**src/rtl/core/pscp_pkg.sv**
```systemverilog
// Shared constants, codes and control types for the pendulum swing-up controller.
package pscp_pkg;

  localparam int WINDOW_HALF_DEF  = 600;
  localparam int CHECK_PERIOD_DEF = 40;
  localparam int POS_PERIOD_DEF   = 50;
  localparam int ANG_PERIOD_DEF   = 5;

  localparam logic [2:0] MODE_STOP  = 3'd0;
  localparam logic [2:0] MODE_KICK  = 3'd1;
  localparam logic [2:0] MODE_BAL   = 3'd2;
  localparam logic [2:0] MODE_LEFT  = 3'd3;
  localparam logic [2:0] MODE_RIGHT = 3'd4;

  localparam logic [1:0] CMD_START = 2'd1;
  localparam logic [1:0] CMD_STOP  = 2'd2;

  localparam logic [2:0] REG_POS_KP   = 3'd0;
  localparam logic [2:0] REG_POS_KI   = 3'd1;
  localparam logic [2:0] REG_POS_KD   = 3'd2;
  localparam logic [2:0] REG_POS_TGT  = 3'd3;
  localparam logic [2:0] REG_ANG_KP   = 3'd4;
  localparam logic [2:0] REG_ANG_KI   = 3'd5;
  localparam logic [2:0] REG_ANG_KD   = 3'd6;
  localparam logic [2:0] REG_UPRIGHT  = 3'd7;

  localparam logic signed [7:0] DRIVE_PULSE = 8'sd50;
  localparam logic signed [7:0] DRIVE_LIMIT = 8'sd100;

  typedef enum logic [3:0] {
    OP_NONE,
    OP_LOAD,
    OP_FRONT,
    OP_ERR,
    OP_MUL_P,
    OP_MUL_I,
    OP_MUL_D,
    OP_SUM,
    OP_FIN,
    OP_PUB
  } dp_op_t;

  typedef struct packed {
    dp_op_t op;
    logic   ang;
  } dp_cmd_t;

  typedef struct packed {
    logic pos_go;
    logic ang_go;
  } dp_stat_t;

endpackage

```
**src/rtl/core/pscp_ctrl.sv**
```systemverilog
// Sequencer for one tick: front update, PID loop steps and result transfer.
module pscp_ctrl (
  input  logic               clk,
  input  logic               rst,
  input  logic               in_valid,
  output logic               in_stall,
  output logic               out_valid,
  input  logic               out_stall,
  output pscp_pkg::dp_cmd_t  cmd_o,
  input  pscp_pkg::dp_stat_t stat
);

  typedef enum logic [3:0] {
    S_IDLE, S_FRONT, S_ERR, S_MP, S_MI, S_MD, S_SUM, S_FIN, S_PUB
  } state_t;

  state_t state;
  logic   ang_sel;
  logic   ang_pend;
  logic   pub_ok;

  assign in_stall = (state != S_IDLE);
  assign pub_ok   = !out_valid || !out_stall;

  always_comb begin
    cmd_o.ang = ang_sel;
    unique case (state)
      S_IDLE:  cmd_o.op = (in_valid) ? pscp_pkg::OP_LOAD : pscp_pkg::OP_NONE;
      S_FRONT: cmd_o.op = pscp_pkg::OP_FRONT;
      S_ERR:   cmd_o.op = pscp_pkg::OP_ERR;
      S_MP:    cmd_o.op = pscp_pkg::OP_MUL_P;
      S_MI:    cmd_o.op = pscp_pkg::OP_MUL_I;
      S_MD:    cmd_o.op = pscp_pkg::OP_MUL_D;
      S_SUM:   cmd_o.op = pscp_pkg::OP_SUM;
      S_FIN:   cmd_o.op = pscp_pkg::OP_FIN;
      S_PUB:   cmd_o.op = (pub_ok) ? pscp_pkg::OP_PUB : pscp_pkg::OP_NONE;
      default: cmd_o.op = pscp_pkg::OP_NONE;
    endcase
  end

  always_ff @(posedge clk) begin
    if (rst) begin
      state     <= S_IDLE;
      ang_sel   <= 1'b0;
      ang_pend  <= 1'b0;
      out_valid <= 1'b0;
    end else begin
      if (out_valid && !out_stall && !(state == S_PUB)) out_valid <= 1'b0;
      unique case (state)
        S_IDLE: if (in_valid) state <= S_FRONT;
        S_FRONT: begin
          ang_pend <= stat.ang_go;
          priority if (stat.pos_go) begin
            ang_sel <= 1'b0;
            state   <= S_ERR;
          end else if (stat.ang_go) begin
            ang_sel <= 1'b1;
            state   <= S_ERR;
          end else begin
            state <= S_PUB;
          end
        end
        S_ERR: state <= S_MP;
        S_MP:  state <= S_MI;
        S_MI:  state <= S_MD;
        S_MD:  state <= S_SUM;
        S_SUM: state <= S_FIN;
        S_FIN: begin
          if (!ang_sel && ang_pend) begin
            ang_sel <= 1'b1;
            state   <= S_ERR;
          end else begin
            state <= S_PUB;
          end
        end
        S_PUB: begin
          if (pub_ok) begin
            out_valid <= 1'b1;
            state     <= S_IDLE;
          end
        end
        default: state <= S_IDLE;
      endcase
    end
  end

endmodule

```
**src/rtl/core/pscp_dp.sv**
```systemverilog
// Datapath: registers, mode logic, shared gain multiplier and result register.
module pscp_dp #(
  parameter int WINDOW_HALF  = pscp_pkg::WINDOW_HALF_DEF,
  parameter int CHECK_PERIOD = pscp_pkg::CHECK_PERIOD_DEF,
  parameter int POS_PERIOD   = pscp_pkg::POS_PERIOD_DEF,
  parameter int ANG_PERIOD   = pscp_pkg::ANG_PERIOD_DEF
) (
  input  logic                clk,
  input  logic                rst,
  input  logic                cfg_we,
  input  logic [2:0]          cfg_addr,
  input  logic [15:0]         cfg_wdata,
  input  logic [11:0]         angle_sample,
  input  logic signed [15:0]  encoder_delta,
  input  logic [1:0]          cmd,
  output logic signed [7:0]   motor_drive,
  output logic                led_on,
  output logic [2:0]          mode,
  input  pscp_pkg::dp_cmd_t   cmd_i,
  output pscp_pkg::dp_stat_t  stat
);

  localparam int CW = $clog2(CHECK_PERIOD + 1);
  localparam int PW = $clog2(POS_PERIOD + 1);
  localparam int AW = $clog2(ANG_PERIOD + 1);
  localparam logic [CW-1:0] CHK_P = CW'(CHECK_PERIOD);
  localparam logic [PW-1:0] POS_P = PW'(POS_PERIOD);
  localparam logic [AW-1:0] ANG_P = AW'(ANG_PERIOD);
  localparam logic signed [13:0] WH       = 14'(WINDOW_HALF);
  localparam logic signed [13:0] SW_LOW   = 14'sd200;
  localparam logic signed [13:0] SW_HIGH  = 14'sd3895;
  localparam logic signed [49:0] POS_LIM  = 50'sd204800;
  localparam logic signed [49:0] ANG_LIM  = 50'sd1677721600;
  localparam logic signed [31:0] Q24_RND  = 32'sd16777215;

  function automatic logic signed [31:0] sat32(input logic signed [32:0] v);
    logic signed [31:0] r;
    if (v[32] != v[31]) r = v[32] ? 32'sh8000_0000 : 32'sh7fff_ffff;
    else r = v[31:0];
    return r;
  endfunction

  logic [15:0] pos_kp, pos_ki, pos_kd, pos_tgt, ang_kp, ang_ki, ang_kd;
  logic [11:0] upright;

  logic [11:0]        in_a;
  logic signed [15:0] in_d;
  logic [1:0]         in_cmd;

  logic [2:0]         mode_reg;
  logic               armed;
  logic               led_reg;
  logic signed [7:0]  drive_reg;
  logic [CW-1:0]      check_counter;
  logic [PW-1:0]      pos_counter;
  logic [AW-1:0]      ang_counter;
  logic [11:0]        h0, h1, h2;
  logic [15:0]        encoder_sum;
  logic signed [17:0] pos_prev_error;
  logic signed [31:0] pos_integral;
  logic signed [25:0] angle_setpoint;
  logic signed [25:0] ang_prev_error;
  logic signed [31:0] ang_integral;

  logic signed [31:0] w_e, w_de;
  logic signed [48:0] prod;
  logic signed [49:0] acc;

  logic [2:0]         mode_next, mode_sel;
  logic               armed_next, led_next;
  logic signed [7:0]  drive_next;
  logic [CW-1:0]      cc_next;
  logic [PW-1:0]      pc_next;
  logic [AW-1:0]      ac_next;
  logic [11:0]        h0_next, h1_next, h2_next;
  logic signed [13:0] sa, lo, hi;

  logic signed [17:0] pe;
  logic signed [25:0] ae;
  logic [15:0]        g_p, g_i, g_d;
  logic signed [31:0] integ;
  logic signed [48:0] mul_out;
  logic signed [31:0] mul_opnd;
  logic [15:0]        mul_gain;
  logic signed [49:0] u_c;
  logic signed [31:0] u_a;
  logic signed [31:0] u_q;

  assign sa = $signed({2'b00, in_a});
  assign lo = $signed({2'b00, upright}) - WH;
  assign hi = $signed({2'b00, upright}) + WH;

  always_comb begin
    mode_next  = mode_reg;
    armed_next = armed;
    led_next   = led_reg;
    drive_next = drive_reg;
    cc_next    = check_counter + 1'b1;
    pc_next    = pos_counter;
    ac_next    = ang_counter;
    h0_next    = h0;
    h1_next    = h1;
    h2_next    = h2;
    stat       = '0;
    if (in_cmd == pscp_pkg::CMD_START) begin
      mode_next  = pscp_pkg::MODE_KICK;
      armed_next = 1'b1;
    end else if (in_cmd == pscp_pkg::CMD_STOP) begin
      mode_next  = pscp_pkg::MODE_STOP;
      armed_next = 1'b0;
    end
    if (cc_next >= CHK_P) begin
      cc_next = '0;
      h2_next = h1;
      h1_next = h0;
      h0_next = in_a;
      if (mode_next != pscp_pkg::MODE_BAL && armed_next) begin
        if (sa <= lo && sa >= SW_LOW) mode_next = pscp_pkg::MODE_LEFT;
        if (sa <= SW_HIGH && sa >= hi) mode_next = pscp_pkg::MODE_RIGHT;
      end
      if (armed_next && sa >= lo && sa <= hi) mode_next = pscp_pkg::MODE_BAL;
    end
    mode_sel = mode_next;
    case (mode_sel)
      pscp_pkg::MODE_STOP: begin
        led_next   = 1'b0;
        armed_next = 1'b0;
        drive_next = '0;
      end
      pscp_pkg::MODE_KICK: begin
        led_next   = 1'b1;
        drive_next = -pscp_pkg::DRIVE_PULSE;
      end
      pscp_pkg::MODE_LEFT: begin
        if (h1_next > h0_next && h1_next > h2_next) drive_next = pscp_pkg::DRIVE_PULSE;
      end
      pscp_pkg::MODE_RIGHT: begin
        if (h1_next < h0_next && h1_next < h2_next) drive_next = -pscp_pkg::DRIVE_PULSE;
      end
      pscp_pkg::MODE_BAL: begin
        pc_next = pos_counter + 1'b1;
        ac_next = ang_counter + 1'b1;
        if (!(sa > lo && sa < hi)) mode_next = pscp_pkg::MODE_STOP;
        if (pc_next >= POS_P) begin
          pc_next     = '0;
          stat.pos_go = 1'b1;
        end
        if (ac_next >= ANG_P) begin
          ac_next     = '0;
          stat.ang_go = 1'b1;
        end
      end
      default: ;
    endcase
  end

  assign pe    = $signed({2'b00, pos_tgt}) - $signed({2'b00, encoder_sum});
  assign ae    = angle_setpoint - $signed({2'b00, in_a, 12'h000});
  assign g_p   = cmd_i.ang ? ang_kp : pos_kp;
  assign g_i   = cmd_i.ang ? ang_ki : pos_ki;
  assign g_d   = cmd_i.ang ? ang_kd : pos_kd;
  assign integ = cmd_i.ang ? ang_integral : pos_integral;

  always_comb begin
    unique case (cmd_i.op)
      pscp_pkg::OP_MUL_I: begin
        mul_gain = g_i;
        mul_opnd = integ;
      end
      pscp_pkg::OP_MUL_D: begin
        mul_gain = g_d;
        mul_opnd = w_de;
      end
      default: begin
        mul_gain = g_p;
        mul_opnd = w_e;
      end
    endcase
  end

  assign mul_out = $signed({1'b0, mul_gain}) * mul_opnd;

  always_comb begin
    u_c = acc;
    if (cmd_i.ang) begin
      if (acc > ANG_LIM) u_c = ANG_LIM;
      else if (acc < -ANG_LIM) u_c = -ANG_LIM;
    end else begin
      if (acc > POS_LIM) u_c = POS_LIM;
      else if (acc < -POS_LIM) u_c = -POS_LIM;
    end
    u_a = u_c[31:0];
    u_q = u_a[31] ? ((u_a + Q24_RND) >>> 24) : (u_a >>> 24);
  end

  always_ff @(posedge clk) begin
    if (rst) begin
      pos_kp         <= 16'd2458;
      pos_ki         <= 16'd0;
      pos_kd         <= 16'd16384;
      pos_tgt        <= 16'd0;
      ang_kp         <= 16'd1229;
      ang_ki         <= 16'd41;
      ang_kd         <= 16'd2458;
      upright        <= 12'd2085;
      mode_reg       <= pscp_pkg::MODE_STOP;
      armed          <= 1'b0;
      led_reg        <= 1'b0;
      drive_reg      <= '0;
      check_counter  <= '0;
      pos_counter    <= '0;
      ang_counter    <= '0;
      h0             <= '0;
      h1             <= '0;
      h2             <= '0;
      encoder_sum    <= '0;
      pos_prev_error <= '0;
      pos_integral   <= '0;
      angle_setpoint <= '0;
      ang_prev_error <= '0;
      ang_integral   <= '0;
    end else begin
      if (cfg_we) begin
        unique case (cfg_addr)
          pscp_pkg::REG_POS_KP:  pos_kp  <= cfg_wdata;
          pscp_pkg::REG_POS_KI:  pos_ki  <= cfg_wdata;
          pscp_pkg::REG_POS_KD:  pos_kd  <= cfg_wdata;
          pscp_pkg::REG_POS_TGT: pos_tgt <= cfg_wdata;
          pscp_pkg::REG_ANG_KP:  ang_kp  <= cfg_wdata;
          pscp_pkg::REG_ANG_KI:  ang_ki  <= cfg_wdata;
          pscp_pkg::REG_ANG_KD:  ang_kd  <= cfg_wdata;
          pscp_pkg::REG_UPRIGHT: upright <= cfg_wdata[11:0];
        endcase
      end
      unique case (cmd_i.op)
        pscp_pkg::OP_FRONT: begin
          mode_reg      <= mode_next;
          armed         <= armed_next;
          led_reg       <= led_next;
          drive_reg     <= drive_next;
          check_counter <= cc_next;
          pos_counter   <= pc_next;
          ang_counter   <= ac_next;
          h0            <= h0_next;
          h1            <= h1_next;
          h2            <= h2_next;
          encoder_sum   <= encoder_sum + $unsigned(in_d);
        end
        pscp_pkg::OP_ERR: begin
          if (cmd_i.ang) begin
            ang_prev_error <= ae;
            if (ang_ki == '0) ang_integral <= '0;
            else ang_integral <= sat32(33'(ang_integral) + 33'(ae));
          end else begin
            pos_prev_error <= pe;
            if (pos_ki == '0) pos_integral <= '0;
            else pos_integral <= sat32(33'(pos_integral) + 33'(pe));
          end
        end
        pscp_pkg::OP_FIN: begin
          if (cmd_i.ang) drive_reg <= u_q[7:0];
          else angle_setpoint <= $signed({2'b00, upright, 12'h000}) - u_c[25:0];
        end
        default: ;
      endcase
    end
  end

  always_ff @(posedge clk) begin
    if (cmd_i.op == pscp_pkg::OP_LOAD) begin
      in_a   <= angle_sample;
      in_d   <= encoder_delta;
      in_cmd <= cmd;
    end
    if (cmd_i.op == pscp_pkg::OP_ERR) begin
      if (cmd_i.ang) begin
        w_e  <= 32'(ae);
        w_de <= 32'(27'(ae) - 27'(ang_prev_error));
      end else begin
        w_e  <= 32'(pe);
        w_de <= 32'(19'(pe) - 19'(pos_prev_error));
      end
    end
    if (cmd_i.op == pscp_pkg::OP_MUL_P || cmd_i.op == pscp_pkg::OP_MUL_I ||
        cmd_i.op == pscp_pkg::OP_MUL_D) begin
      prod <= mul_out;
    end
    if (cmd_i.op == pscp_pkg::OP_MUL_I) acc <= 50'(prod);
    if (cmd_i.op == pscp_pkg::OP_MUL_D || cmd_i.op == pscp_pkg::OP_SUM) begin
      acc <= acc + 50'(prod);
    end
    if (cmd_i.op == pscp_pkg::OP_PUB) begin
      motor_drive <= drive_reg;
      led_on      <= led_reg;
      mode        <= mode_reg;
    end
  end

endmodule

```
**src/rtl/core/pendulum_swingup_cascade_pid.sv**
```systemverilog
// Top level of the inverted pendulum swing-up and cascaded PID balance controller.
// One input transfer per timer tick yields one result transfer. A tick steps from
// acceptance to result through load, mode update and result register; each PID loop
// that fires in that tick adds error, P, I and D product, sum and finish steps on the
// single shared 16x32 gain multiplier, the position loop before the angle loop. The next
// tick is accepted once the result is registered, even while that result is still stalled.
// Gains are unsigned Q4.12; write configuration only while the block is idle.
module pendulum_swingup_cascade_pid #(
  parameter int WINDOW_HALF  = pscp_pkg::WINDOW_HALF_DEF,
  parameter int CHECK_PERIOD = pscp_pkg::CHECK_PERIOD_DEF,
  parameter int POS_PERIOD   = pscp_pkg::POS_PERIOD_DEF,
  parameter int ANG_PERIOD   = pscp_pkg::ANG_PERIOD_DEF
) (
  input  logic               clk,
  input  logic               rst,
  input  logic               cfg_we,
  input  logic [2:0]         cfg_addr,
  input  logic [15:0]        cfg_wdata,
  input  logic               in_valid,
  output logic               in_stall,
  input  logic [11:0]        angle_sample,
  input  logic signed [15:0] encoder_delta,
  input  logic [1:0]         cmd,
  output logic               out_valid,
  input  logic               out_stall,
  output logic signed [7:0]  motor_drive,
  output logic               led_on,
  output logic [2:0]         mode
);

  pscp_pkg::dp_cmd_t  dp_cmd;
  pscp_pkg::dp_stat_t dp_stat;

  pscp_ctrl u_ctrl (
    .clk       (clk),
    .rst       (rst),
    .in_valid  (in_valid),
    .in_stall  (in_stall),
    .out_valid (out_valid),
    .out_stall (out_stall),
    .cmd_o     (dp_cmd),
    .stat      (dp_stat)
  );

  pscp_dp #(
    .WINDOW_HALF  (WINDOW_HALF),
    .CHECK_PERIOD (CHECK_PERIOD),
    .POS_PERIOD   (POS_PERIOD),
    .ANG_PERIOD   (ANG_PERIOD)
  ) u_dp (
    .clk           (clk),
    .rst           (rst),
    .cfg_we        (cfg_we),
    .cfg_addr      (cfg_addr),
    .cfg_wdata     (cfg_wdata),
    .angle_sample  (angle_sample),
    .encoder_delta (encoder_delta),
    .cmd           (cmd),
    .motor_drive   (motor_drive),
    .led_on        (led_on),
    .mode          (mode),
    .cmd_i         (dp_cmd),
    .stat          (dp_stat)
  );

endmodule

```
**config.mk**
```make
export PLATFORM = sky130hd
export DESIGN_NAME = pendulum_swingup_cascade_pid
export DESIGN_NICKNAME = d
export VERILOG_FILES = /design/src/rtl/core/pscp_pkg.sv /design/src/rtl/core/pscp_ctrl.sv /design/src/rtl/core/pscp_dp.sv /design/src/rtl/core/pendulum_swingup_cascade_pid.sv
export SDC_FILE = /design/constraint.sdc
export NUM_CORES = 2
export LEC_CHECK = 0
export ABC_AREA = 1
export CORE_MARGIN = 2
export CORE_UTILIZATION = 44
export DETAILED_ROUTE_END_ITERATION = 12
export DONT_BUFFER_PORTS = 1
export PLACE_DENSITY = 0.59
export SETUP_SLACK_MARGIN = 0.3
export SLEW_MARGIN = 10
export SYNTH_ARGS = -nofsm -noshare
export SYNTH_HDL_FRONTEND = slang
export SYNTH_SLANG_ARGS = --single-unit
```
**constraint.sdc**
```tcl
create_clock -name clk -period 9.4 [get_ports clk]
set_input_delay 1.88 -clock clk [delete_from_list [all_inputs] [get_ports clk]]
set_output_delay 1.88 -clock clk [all_outputs]
set_load 0.01 [all_outputs]
```
======== Yosys cells after proc, flatten, opt, wreduce, memory -nomap -nowiden ========
Cells that the tools add are included.
word-level totals
  bits in registers ....................... 549
  bits of input ports ..................... 54
  output and inout port bits .............. 14
  word-level logic and storage cells ...... 225
operators by class
  $add $sub $neg .......................... 15
  multipliers ............................. 1
  $lt $le $gt $ge ......................... 19
  equal/unequal tests ..................... 41
  muxes and demuxes ....................... 65
  bitwise gates (word level) .............. 1
  reduce and logical (&&, ||, !) cells .... 45
operators with widths
  kind                      number
  $mux W32                  14
  $mux W50                  2
  $pmux W4 S9               2
  $pmux W32 S2              1
  $add A50 B49 Y50          1
  $gt A50 B19 Y1 const B    1
  $gt A50 B32 Y1 const B    1
  $lt A50 B19 Y1 const B    1
  $lt A50 B32 Y1 const B    1
  $mul A17 B32 Y49          1
  $mux W16                  3
  $mux W12                  3
  $add A32 B17 Y33          1
  $add A32 B26 Y33          1
  $add A32 B25 Y32 const B  1
  $eq A4 B3 Y1 const B      8
  $logic_not A16 Y1         2
  $mux W8                   4
  $pmux W16 S2              1
  $pmux W8 S4               1
  $mux W3                   10
  $ge A13 B14 Y1            2
  $le A13 B14 Y1            2
  $reduce_and A2 Y1         14
  other kinds (47)          109

======== Logic depth before layout (Yosys ltp) ========
  word-level depth ........................ 13
  mapped depth ............................ 39
  gate-level depth less buffers ........... 37

======== Cells and area by module ========
From an unflattened synthesis, not the netlist that was laid out.
unflattened totals
  cell total of the unflattened synthesis .. 7283
  area total of the unflattened synthesis .. 54623.6 um2
modules (own cells, without submodules)
  module     times used  cells an instance  area an instance (um2)  seq. area each (um2)
  pscp_dp    1           7215               54189.5                 12572.1
  pscp_ctrl  1           68                 434.2                   140.1

======== Worst setup path before layout ========
OpenSTA, ideal clock, no wires.
  kind .................................... reg2reg
  start point ............................. register u_ctrl.ang_sel
  end point ............................... register u_dp.prod[48] (data pin)
  library setup time ...................... 266 ps
  arrival time ............................ 7049 ps
  required time ........................... 9134 ps
  path slack .............................. 2085 ps
  cell stages (with the launch flop) ...... 30
  path buffers ............................ 4
  clock period less this slack ............ 7315 ps
  cell sequence ........................... dfxtp_1 > inv_1 > buf_2 > clkbuf_1 > buf_2 > nor2_1 > o21ai_0 > nand2_1 > inv_1 > clkbuf_1 > nand2_1 > fa_1 > inv_1 > fa_1 > fa_1 > fa_1 > fa_1 > inv_1 > fa_1 > inv_1 > ha_1 > nand2_1 > nor2_1 > nand2_1 > nor4_1 > nand3_1 > nand3_1 > nand2_1 > o2111ai_1 > xor2_1
between the ends
  word-level cells in the longest chain between the ends .. 3
  elaborated cells between the ends (all ways) .. 7
  those cells by class .................... mul: 1; mux: 6
RTL lines
  element                                              line             text
  from (decl)                                          pscp_ctrl.sv:18  logic ang_sel;
  from (signal assigned)                               pscp_ctrl.sv:44  ang_sel <= 1'b0;
  from (signal assigned)                               pscp_ctrl.sv:54  ang_sel <= 1'b0;
  from (signal assigned)                               pscp_ctrl.sv:57  ang_sel <= 1'b1;
  $mux W16 (tied with other cells)                     pscp_dp.sv:159   assign g_p = cmd_i.ang ? ang_kp : pos_kp;
  $pmux W16 S2 / $pmux W32 S2 (equally long branches)  pscp_dp.sv:165   unique case (cmd_i.op)
  $mul A17 B32 Y49 (*)                                 pscp_dp.sv:181   assign mul_out = $signed({1'b0, mul_gain}) * mul_opnd;
  named net u_dp.mul_out[48]                           pscp_dp.sv:82    logic signed [48:0] mul_out;
  to (signal assigned)                                 pscp_dp.sv:286   prod <= mul_out;
  to (decl)                                            pscp_dp.sv:66    logic signed [48:0] prod;
The timed path passes the listed nets; every way through them passes the cells marked *.
A chain may end at the register's enable or synchronous reset.

======== Final worst setup path ========
  start point ............................. register u_ctrl.state[3]
  end point ............................... register u_dp.prod[41] (data pin)
between the ends
  word-level cells in the longest chain between the ends .. 5
  elaborated cells between the ends (all ways) .. 15
  those cells by class .................... mul: 1; eq/ne: 10; mux: 3; reduce/logical: 1
RTL lines
  element                                              line             text
  from (decl)                                          pscp_ctrl.sv:17  state_t state;
  from (signal assigned)                               pscp_ctrl.sv:43  state <= S_IDLE;
  from (signal assigned)                               pscp_ctrl.sv:50  S_IDLE: if (in_valid) state <= S_FRONT;
  from (signal assigned)                               pscp_ctrl.sv:55  state <= S_ERR;
  $eq A4 B4 Y1 (tied with other cells)                 pscp_ctrl.sv:27  unique case (state)
  $pmux W4 S9 (*)                                      pscp_ctrl.sv:27
  $eq A4 B3 Y1                                         pscp_dp.sv:165
  $pmux W16 S2 / $pmux W32 S2 (equally long branches)  pscp_dp.sv:165
  $mul A17 B32 Y49 (*)                                 pscp_dp.sv:181
  named net u_dp.mul_out[41]                           pscp_dp.sv:82
Marked as above.

==> out/qor.yml <==
run_status:
  status: "finished clean"
power_and_ir_drop:
  p_leak_uw: 0.0281
  p_per_area_nw_per_um2: 413
  finalPower_uw: 24100
  vdd_drop_max_mv: 0.649
placement:
  place_area_um2: 56100
  port-buffer-count: 0
  gp_congestion: 1.01
  hpwl_mm: 141
sta:
  fin_crit_sh_pct: 92.3
  slew_headroom_pct: 21.5
  rsz0062_at_grt: "no"
  fin_crit_ns: 8.67
  fin_setup_tns_ns: 0
  fmax_ghz: 0.115
  setup_violations: 0
  hold_viol_final: 0
  clock-skew-final_ns: 0.0306
  worst_pin_slew_ns: 1.17
  holdWs_ns: 0.427
  slew_viol_final: 0
synthesis:
  synth_top_area_share_pct: 18.3
  synth_area_leaders: "fa_1, dfxtp_1, edfxtp_1"
  synth_cell_types: 68
  netlist_area_um2: 54400
  ys_seq_elements: 538
  synth_top_area_cell: "fa_1"
  synth-edff-count: 194
  synth_warnings: 0
  synth_most_common_cell: "nand2_1"
  syn_nets: 8246
  syn_area_per_cell_um2: 7.44
  async_reset_ff_share_pct: 0
  ys_top_cells_by_count: "nand2_1, inv_1, nor2_1, a21oi_1, fa_1"
  synthFlopType: "dfxtp_1"
  syn_inst: 7314
  seq_area_frac_synth_pct: 23.4
floorplanning:
  rows: 129
  start_util_pct: 44.1
  coreArea_um2: 123000
  die_w_um: 356
  io_pins: 68
  dieHeight_um: 356
  die-area_um2: 127000
final_layout:
  fin_nets: 8140
  largest_reg_flops: 50
  seq_area_um2: 12700
  top_register: "u_dp.acc"
  drive_above_1_share_pct: 4.67
  fin_area_um2: 58400
  largestRegisters: "u_dp.acc x50, u_dp.prod x49"
  syn2layout_area_growth_pct: 7.29
  multiInputGateArea_um2: 35900
  fillCellCount: 12500
clock_network:
  cts_inserted_buffers: 66
  cts-htree-levels: 3
  insertion_delay_ns: 0.68
  clockBufferDepth: 3
  clk_pin_slew_worst_paths_ns: 0.06
  cts_root_buffer: "clkbuf_16"
  cts_tree: "yes"
  cts_sinks: 538
global_route:
  grt_pass1_vias: 46800
  grtUsageTotal_pct: 28.3
  globalRouteOverflowTotal: 0
  grt_start_max_net_pins: 126
  antenna_found_initial: 8
  grt_pass1_wl_mm: 277
critical_path:
  cp_slowest_cell: "o21ai_1"
  critPathKind: "reg2reg"
  required_ns: 9.80
  cp-start-kind: "register"
  critPathMaxStageDelay_ns: 0.81
  crit_fanout: 24
  crit_arrival_ns: 9.08
  setup.worst_path.end_class: "register"
detailed_routing:
  first_pass_iters: 8
  drt_wl_total_mm: 180
  wl_per_cell_um: 20.2
  drc: 0
  drtIter0Drc: 4538
  ant_nets: 0
  viasPerCell: 5.44
  vias: 48400
job:
  drv_cap: 0
worst_hold_path:
  hold_path.class: "reg2reg"
## timing repair
item | in CTS | in global routing
buffers inserted | 0 | 1
setup endpoints to repair | 0 | 16
hold endpoints to repair | 0 | 0
resized for setup | 0 | 9
hold buffers | 0 | 0
## cells in the final DEF, fill, tap and decap left out, drive strengths merged, types with 8 or more instances in the layout
cell     synthesis  final
o21ai          496    496
or2             43     43
xnor2           79     79
a21boi          18     18
bufinv           0      8
nand2         1430   1430
ha             381    381
nand4           67     67
clkinv           9     26
o41ai           22     22
o2111ai          9      9
nor4            27     27
o21bai          31     31
nor3            45     45
clkbuf         173     89
nor2           862    862
a21oi          562    562
edfxtp         194    194
o21a            28     28
a211oi          12     12
mux2i           12     12
o211ai          87     87
inv           1261   1266
xor2           130    130
dfxtp          344    344
a31oi           73     73
fa             497    497
a21o            22     22
buf             86     85
nand3          278    278
## layer usage
layer  GRT usage, %  share of wire, %
met1           40.6                45
met2           43.1                43
met3           4.87               8.0
met4           9.08               3.6
met5              0                 0
## path summary, 6_finish.rpt
kind | slack, ns | from | depth (start not counted) | to
setup / recovery | 0.73 | u_ctrl.state[3] | 32 | u_dp.prod[41]
hold / removal | 0.43 | u_dp.drive_reg[1] | 0 | u_dp.motor_drive[1]
setup reg to reg | 0.73 | u_ctrl.state[3] | 32 | u_dp.prod[41]
hold reg to reg | 0.43 | u_dp.drive_reg[1] | 0 | u_dp.motor_drive[1]
## cell type report
class	count	area share, %
multi-input cells	5247	61.5
flip-flops and latches	538	21.8
inverters	1270	8.19
well taps	1637	3.51
clock buffers	89	3.13
repair buffers	85	1.09
clock inverters	32	0.784
diodes	2	0.00857
## worst max-delay path: cells and delay by family (launching register included)
| kind | cells | cell delay (ns) |
|---|---|---|
| flops | 1 | 0.39 |
| buf+inv | 9 | 1.58 |
| xor+xnor | 1 | 0.13 |
| compound gates | 5 | 1.59 |
| fa+ha+maj | 7 | 3.41 |
| simple gates | 10 | 1.33 |
## per-stage QoR
step / std cells / setup WS [ns] / util (%)
2_1_floorplan: 7314 / 2.09 / -
3_3_place_gp: 8776 / 0.661 / 45.5
3_5_place_dp: 8776 / 0.504 / 45.5
4_1_cts: 8897 / 0.505 / 47.3
5_1_grt: 8899 / 0.289 / 47.4
6_report: 8900 / 0.727 / 47.4
## report_power, final
group | switching, uW | total (uW) | internal [uW]
clock | 1130 | 2740 | 1610
sequential | 54.0 | 3400 | 3350
combinational | 11500 | 18000 | 6470
total | 12700 | 24100 | 11400
## cell families (layout without fill, tap and decap cells)
| logic type | Yosys count | in the layout | share of synthesized area (%) |
|---|---|---|---|
| AOI/OAI and AO/OA | 1381 | 1381 | 14.3 |
| xor gates and xnor gates | 209 | 209 | 3.39 |
| adders and majority gates | 878 | 878 | 27.0 |
| buffers and inverters | 1529 | 1476 | 10.8 |
| DFF | 538 | 538 | 23.4 |
| muxes | 12 | 12 | 0.221 |
| other | 0 | 2 | 0 |
| and+or+nand+nor | 2767 | 2767 | 20.9 |
(Power assumes the default switching activity.)
